**config.mk**
```make
export PLATFORM = sky130hd
export DESIGN_NAME = ema_ctrl
export DESIGN_NICKNAME = d
export VERILOG_FILES = /design/src/rtl/core/ema_pkg.sv /design/src/rtl/core/ema_ctrl.sv
export SDC_FILE = /design/constraint.sdc
export NUM_CORES = 1
export LEC_CHECK = 0
export ABC_AREA = 1
export BUFFER_PORTS_ARGS = -buffer_cell sky130_fd_sc_hd__buf_2
export CORE_ASPECT_RATIO = 0.8
export CORE_UTILIZATION = 45
export CTS_CLUSTER_SIZE = 24
export DETAILED_ROUTE_END_ITERATION = 12
export PLACE_DENSITY = 0.74
export SLEW_MARGIN = 20
export SYNTH_ARGS = -nofsm -noshare
export SYNTH_HDL_FRONTEND = slang
export SYNTH_SLANG_ARGS = --single-unit
export TNS_END_PERCENT = 50
```
**constraint.sdc**
```tcl
create_clock -name clk -period 1.6 [get_ports clk]
set_input_delay 0.08 -clock clk [delete_from_list [all_inputs] [get_ports clk]]
set_output_delay 0.08 -clock clk [all_outputs]
set_load 0.02 [all_outputs]
```
**src/rtl/core/ema_pkg.sv**
```systemverilog
package ema_pkg;

  localparam int FIELD_W  = 32;
  localparam int ALIGN_W  = 31;
  localparam int STATUS_W = 2;

  localparam logic [STATUS_W-1:0] ST_OK    = 2'd0;
  localparam logic [STATUS_W-1:0] ST_NOFIT = 2'd1;
  localparam logic [STATUS_W-1:0] ST_DROP  = 2'd2;

  localparam logic CMD_FREE  = 1'b0;
  localparam logic CMD_ALLOC = 1'b1;

  typedef enum logic [4:0] {
    OP_NONE,
    OP_LOAD,
    OP_FR_INIT,
    OP_RD_IDX,
    OP_SCAN_STEP,
    OP_MERGE_PREV,
    OP_MERGE_NEXT,
    OP_SHU_GROW,
    OP_DROP_NEW,
    OP_RD_LAST,
    OP_CAP_DROP,
    OP_SHU_RD,
    OP_SHU_WR,
    OP_PUT,
    OP_SHD_INIT,
    OP_SHD_RD,
    OP_SHD_WR,
    OP_DEC,
    OP_AL_CAP,
    OP_EVAL,
    OP_ALIGN,
    OP_TAKE,
    OP_IDX_INC,
    OP_FIN
  } dp_op_t;

  typedef struct packed {
    logic cnt_zero;
    logic n_zero;
    logic scan_le;
    logic idx_more;
    logic merge_prev;
    logic merge_next;
    logic full;
    logic at_end;
    logic shu_more;
    logic shd_more;
    logic pend;
    logic brk_base;
    logic skip_off;
    logic brk_len;
    logic align_on;
    logic div_done;
    logic r_lt_m;
    logic no_fit;
    logic take_empty;
    logic frag;
  } dp_sts_t;

endpackage

```
**src/rtl/core/ema_ctrl.sv**
```systemverilog
module ema_ctrl (
  input  logic             clk,
  input  logic             rst_n,
  input  logic             in_valid,
  input  logic             in_command,
  output logic             in_stall,
  output logic             out_valid,
  input  logic             out_stall,
  input  ema_pkg::dp_sts_t sts,
  output ema_pkg::dp_op_t  op
);

  typedef enum logic [16:0] {
    S_IDLE      = 17'h00001,
    S_FR_START  = 17'h00002,
    S_SC_RD     = 17'h00004,
    S_SC_CHK    = 17'h00008,
    S_FR_DECIDE = 17'h00010,
    S_DROP_CAP  = 17'h00020,
    S_SHU_RD    = 17'h00040,
    S_SHU_WR    = 17'h00080,
    S_SHD_INIT  = 17'h00100,
    S_SHD_RD    = 17'h00200,
    S_SHD_WR    = 17'h00400,
    S_AL_RD     = 17'h00800,
    S_AL_CHK    = 17'h01000,
    S_AL_EVAL   = 17'h02000,
    S_AL_DIV    = 17'h04000,
    S_AL_FIT    = 17'h08000,
    S_FIN       = 17'h10000
  } state_t;

  state_t state_r, state_nxt;
  logic   out_valid_r, out_valid_nxt;

  always_comb begin
    op            = ema_pkg::OP_NONE;
    state_nxt     = state_r;
    out_valid_nxt = out_valid_r && out_stall;
    unique case (state_r)
      S_IDLE: begin
        if (in_valid) begin
          op = ema_pkg::OP_LOAD;
          if (in_command == ema_pkg::CMD_ALLOC) begin
            state_nxt = sts.cnt_zero ? S_FIN : S_AL_RD;
          end else begin
            state_nxt = S_FR_START;
          end
        end
      end
      S_FR_START: begin
        op = ema_pkg::OP_FR_INIT;
        priority if (sts.n_zero) state_nxt = S_FIN;
        else if (sts.cnt_zero)   state_nxt = S_FR_DECIDE;
        else                     state_nxt = S_SC_CHK;
      end
      S_SC_RD: begin
        op        = ema_pkg::OP_RD_IDX;
        state_nxt = S_SC_CHK;
      end
      S_SC_CHK: begin
        op        = ema_pkg::OP_SCAN_STEP;
        state_nxt = (sts.scan_le && sts.idx_more) ? S_SC_RD : S_FR_DECIDE;
      end
      S_FR_DECIDE: begin
        priority if (sts.merge_prev) begin
          op        = ema_pkg::OP_MERGE_PREV;
          state_nxt = sts.merge_next ? S_SHD_INIT : S_FIN;
        end else if (sts.merge_next) begin
          op        = ema_pkg::OP_MERGE_NEXT;
          state_nxt = S_FIN;
        end else if (!sts.full) begin
          op        = ema_pkg::OP_SHU_GROW;
          state_nxt = S_SHU_RD;
        end else if (sts.at_end) begin
          op        = ema_pkg::OP_DROP_NEW;
          state_nxt = S_FIN;
        end else begin
          op        = ema_pkg::OP_RD_LAST;
          state_nxt = S_DROP_CAP;
        end
      end
      S_DROP_CAP: begin
        op        = ema_pkg::OP_CAP_DROP;
        state_nxt = S_SHU_RD;
      end
      S_SHU_RD: begin
        if (sts.shu_more) begin
          op        = ema_pkg::OP_SHU_RD;
          state_nxt = S_SHU_WR;
        end else begin
          op        = ema_pkg::OP_PUT;
          state_nxt = S_FIN;
        end
      end
      S_SHU_WR: begin
        op        = ema_pkg::OP_SHU_WR;
        state_nxt = S_SHU_RD;
      end
      S_SHD_INIT: begin
        op        = ema_pkg::OP_SHD_INIT;
        state_nxt = S_SHD_RD;
      end
      S_SHD_RD: begin
        if (sts.shd_more) begin
          op        = ema_pkg::OP_SHD_RD;
          state_nxt = S_SHD_WR;
        end else begin
          op        = ema_pkg::OP_DEC;
          state_nxt = sts.pend ? S_FR_START : S_FIN;
        end
      end
      S_SHD_WR: begin
        op        = ema_pkg::OP_SHD_WR;
        state_nxt = S_SHD_RD;
      end
      S_AL_RD: begin
        op        = ema_pkg::OP_RD_IDX;
        state_nxt = S_AL_CHK;
      end
      S_AL_CHK: begin
        op        = ema_pkg::OP_AL_CAP;
        state_nxt = S_AL_EVAL;
      end
      S_AL_EVAL: begin
        priority if (sts.brk_base) begin
          state_nxt = S_FIN;
        end else if (sts.skip_off) begin
          op        = ema_pkg::OP_IDX_INC;
          state_nxt = sts.idx_more ? S_AL_RD : S_FIN;
        end else if (sts.brk_len) begin
          state_nxt = S_FIN;
        end else begin
          op        = ema_pkg::OP_EVAL;
          state_nxt = sts.align_on ? S_AL_DIV : S_AL_FIT;
        end
      end
      S_AL_DIV: begin
        if (sts.div_done) begin
          if (sts.r_lt_m) begin
            op        = ema_pkg::OP_IDX_INC;
            state_nxt = sts.idx_more ? S_AL_RD : S_FIN;
          end else begin
            op        = ema_pkg::OP_ALIGN;
            state_nxt = S_AL_FIT;
          end
        end
      end
      S_AL_FIT: begin
        if (sts.no_fit) begin
          op        = ema_pkg::OP_IDX_INC;
          state_nxt = sts.idx_more ? S_AL_RD : S_FIN;
        end else begin
          op = ema_pkg::OP_TAKE;
          priority if (sts.take_empty) state_nxt = S_SHD_INIT;
          else if (sts.frag)           state_nxt = S_FR_START;
          else                         state_nxt = S_FIN;
        end
      end
      S_FIN: begin
        if (!out_valid_r || !out_stall) begin
          op            = ema_pkg::OP_FIN;
          out_valid_nxt = 1'b1;
          state_nxt     = S_IDLE;
        end
      end
      default: begin
        state_nxt = S_IDLE;
      end
    endcase
  end

  always_ff @(posedge clk) begin
    if (!rst_n) begin
      state_r     <= S_IDLE;
      out_valid_r <= 1'b0;
    end else begin
      state_r     <= state_nxt;
      out_valid_r <= out_valid_nxt;
    end
  end

  assign in_stall  = state_r != S_IDLE;
  assign out_valid = out_valid_r;

  a_busy_after_req: assert property (@(posedge clk) disable iff (!rst_n)
    (state_r == S_IDLE && in_valid) |=> (state_r != S_IDLE))
    else $error("request taken but controller stayed idle");

  a_hold_pending: assert property (@(posedge clk) disable iff (!rst_n)
    (state_r == S_FIN && out_valid_r && out_stall) |=> (state_r == S_FIN))
    else $error("result overwritten while pending");

  a_valid_from_fin: assert property (@(posedge clk) disable iff (!rst_n)
    $rose(out_valid_r) |-> ($past(state_r) == S_FIN))
    else $error("result valid without finishing a request");

endmodule

```
==> summary.md <==
The average instance in the mapped netlist occupies 6.37 um^2. For this run, the detailed router's first-pass iteration total came to 5. The checks that failed: setup timing. The flow ran to the end, but the final reports show violations.

The tools report the minimum setup slack in the final design as -282 ps. Summing all placed instances gives a cell area of 0.00200 mm^2. The run gives 0 as the count of endpoints failing hold in the final timing report. Leaving out filler cells and counting taps, the final layout contains 375. The run gives 0.477 as the effective utilization at floorplan.

During synthesis, Yosys emitted a total of 0 warnings. Clock skew on the completed layout was measured at 0.526 ps. Placement row count: 19. In this run the remaining antenna-violating nets after routing total 0. STA puts the critical path data arrival time at 1800 ps. At the end of routability-driven placement, the weighted congestion stood at 0.988.

The worst setup path is captured at an output pin. The first global-routing pass estimated 8.62 mm of wire. The average wire per cell in the routed design is 15.5 um. The tools report the kind of start point of the critical path as a register.

Final design instance area without fill: 0.00241 mm^2. When the netlist entered floorplanning its net count stood at 287. Setup repair after global routing could not meet its margin everywhere. Worst hold path cell count: 2. The critical path data required time came out at 1520 ps. The floorplan die area is 0.00396 mm^2. The run gives 352 as the number of instances in the placed design.

For the total DRC errors in the routed layout, the log shows 0. The die is 70.1 um wide. The path class of the tightest hold or removal check is in2reg. The logs give 1,858 for the number of global-route vias before repair and 0.00167 mm^2 for the netlist area before placement.

The routed via count came out at 2,106. The top cell types in the final layout, fill and taps aside, are sky130_fd_sc_hd__nand2_1, sky130_fd_sc_hd__inv_1, sky130_fd_sc_hd__buf_4, sky130_fd_sc_hd__nor2_1, sky130_fd_sc_hd__buf_2. The largest single stage delay on the critical path is 350 ps. Worst min-delay path startpoint: sts[12]. The net count of the finished layout is 360.

Clock slew at the register clock pins of the worst setup and hold paths: 70 ps. Global routing finished with a remaining overflow of 0. The placeable core region came out at 0.00349 mm^2. The tools report the terminus of the critical flop-to-flop path as state_r[0]. For this design the ratio of total power to cell area is 838 mW/mm^2. For hold timing, the worst endpoint is state_r[5]. TritonCTS built the clock tree. Across all hold checks on the routed design, the worst slack comes to 0.507 ps. The completed layout was analyzed and its total power is 2.02 mW.

For this design, the slowest cell found on the critical path is sky130_fd_sc_hd__dfxtp_4. Input and output buffers added on the ports amount to 31. The area growth from synthesis to layout is 44.5%. The final layout contains routed wiring with a total length of 5.81 mm.

The number of cells on the worst reg-to-reg path works out to 12. Counting distinct cell types in the post-synthesis netlist gives 34. The shortest clock period the worst path allows after layout works out to 1880 ps.

The setup path with the least slack is of type reg2out. The run gives 0.278 as the total global-route track usage. The ratio of cells with drive above 1 in the final layout is 0.468, and the standby leakage power is 1.24 nW.

Entering global routing, the biggest net connects 10 pins. The clock insertion delay at the later pin of the skew report was 270 ps; the final critical-path share of the clock period was 1.18. For the pin with the worst max-slew slack, the measured transition is 315 ps. The repair_antennas step left the layout with diodes totalling 0. Dividing the detail-routed via count by the number of cells gives 5.62. The clock tree buffer depth was 2. The library cell used most frequently in the layout, excluding fill and tap cells, is sky130_fd_sc_hd__nand2_1.

The tools report the reg-to-reg startpoint as state_r[5]. The cell count after synthesis came out at 262. Sequential element share of the synthesized area: 0.216.

In this run the worst path has a maximum fanout of 8. For the largest vdd supply drop, the log shows 0.562 mV. The clock drives 18 sinks. The max-cap check violation count is 0, and the height of the chip is 56.5 um. For this design the top-level I/O count stands at 32. For the initial antenna violation count, the log shows 0. The buffer type at the clock tree root is sky130_fd_sc_hd__clkbuf_8.

The TritonCTS buffer count came out at 3. Traced cell by cell, the critical path runs through nor2_4, nand2_4, nor2_8, nand3_2, o21bai_1, nand4_1, nor2_1, nand2_1, buf_6. Setup violations remaining at the end of the flow were counted as 10. Summed over all nets, the half-perimeter wirelength after detailed placement is 3.98 mm. Based on the critical path, the design can be clocked at up to 531 MHz. The number of pins with negative max-slew slack in the final report was 0; the worst reg-to-reg setup slack was -100 ps. The number of DRC violations after detailed-routing iteration 0 is 171, and the synthesized flop and latch total is 18. The number of levels the H-tree was split into was 1; the worst-case headroom to the max-slew limit was 0.789.
==> cell usage after synthesis <==
master / count / share of area
sky130_fd_sc_hd__nand2_1: 45 / 0.10
sky130_fd_sc_hd__inv_1: 41 / 0.092
sky130_fd_sc_hd__nor2_1: 39 / 0.088
sky130_fd_sc_hd__nand3_1: 30 / 0.090
sky130_fd_sc_hd__dfxtp_1: 18 / 0.22
sky130_fd_sc_hd__a21oi_1: 11 / 0.033
sky130_fd_sc_hd__nor2_2: 10 / 0.038
sky130_fd_sc_hd__nand4_1: 9 / 0.034
sky130_fd_sc_hd__nand2_4: 7 / 0.047
sky130_fd_sc_hd__nand3_2: 6 / 0.036
sky130_fd_sc_hd__nor2_4: 6 / 0.041
sky130_fd_sc_hd__inv_2: 5 / 0.011
sky130_fd_sc_hd__nor3_1: 4 / 0.012
sky130_fd_sc_hd__nand2_2: 3 / 0.011
sky130_fd_sc_hd__o21ai_1: 3 / 0.0090
sky130_fd_sc_hd__nand3b_1: 2 / 0.0090
sky130_fd_sc_hd__nor2_8: 2 / 0.024
sky130_fd_sc_hd__nor3b_2: 2 / 0.015
sky130_fd_sc_hd__o21ai_0: 2 / 0.0060
sky130_fd_sc_hd__o21ai_2: 2 / 0.011
sky130_fd_sc_hd__o21bai_1: 2 / 0.0090
sky130_fd_sc_hd__a211oi_1: 1 / 0.0045
sky130_fd_sc_hd__a31oi_1: 1 / 0.0038
sky130_fd_sc_hd__and3_1: 1 / 0.0038
sky130_fd_sc_hd__buf_8: 1 / 0.0090
sky130_fd_sc_hd__clkbuf_1: 1 / 0.0022
sky130_fd_sc_hd__clkinv_1: 1 / 0.0022
sky130_fd_sc_hd__nand4_4: 1 / 0.013
sky130_fd_sc_hd__nor3_2: 1 / 0.0060
sky130_fd_sc_hd__nor4_1: 1 / 0.0038
sky130_fd_sc_hd__o2111ai_1: 1 / 0.0053
sky130_fd_sc_hd__o211ai_1: 1 / 0.0045
sky130_fd_sc_hd__o21a_1: 1 / 0.0045
sky130_fd_sc_hd__o221ai_1: 1 / 0.0053
==> metal layers <==
layer	vias up	GRT usage	wire length (um)
met2	134	0.460	2700
li1	995	-	-
met1	957	0.378	2390
met5	-	0	0
met4	0	0.0543	121
met3	20	0.0539	598
==> sequential cells by signal, summed over array words and instances (netlist names) <==
register,flops
out_valid,1
state_r,17
==> report_power, final <==
group          switching, mW  total [mW]  internal [mW]  leakage (nW)
Combinational          0.690        1.18          0.489          1.06
Clock                  0.176       0.345          0.169        0.0216
Sequential            0.0236       0.495          0.472         0.151
Total                  0.890        2.02           1.13          1.24
==> worst max path at each step <==
stage                     start     to  cells after the start
floorplan            state_r[0]  op[1]                      9
global placement     state_r[2]  op[1]                     11
detailed placement   state_r[0]  op[1]                     11
CTS                 state_r[10]  op[4]                      9
global route        state_r[12]  op[1]                     10
finish               state_r[5]  op[1]                      9
==> area by class of cell <==
type	count	area, um^2
multi-input combinational	195	1270
sequential	18	375
fill	286	1080
inverter	47	179
timing repair buffer	70	494
tap	42	52.6
clock buffer	3	41.3
==> timing repair <==
action,4_1_cts,5_1_grt
setup endpoints to repair,7,12
hold buffers,0,0
buffers inserted,13,9
pin swaps,13,20
resized for setup,31,36
==> per-stage QoR <==
step,utilization,setup TNS [ps],worst slack (ps)
6_report,0.690,-1550,-282
5_1_grt,0.690,-2080,-338
4_1_cts,0.638,-1390,-195
3_5_place_dp,0.572,-91.8,-57.0
3_3_place_gp,0.572,-102,-60.1
2_1_floorplan,-,0,160
==> kinds of logic (layout without fill, tap and decap cells) <==
family | after synthesis | after routing | synth area share
simple gates | 169 | 169 | 0.572
buf+inv | 49 | 120 | 0.117
compound gates | 26 | 26 | 0.0953
flops | 18 | 18 | 0.216
==> critical path: cells and delay by family (launching register included) <==
kind,cells,cell delay (ps)
compound gates,1,240
buf+inv,1,120
flops,1,350
simple gates,7,820
Power figures use the tool's default switching activity.
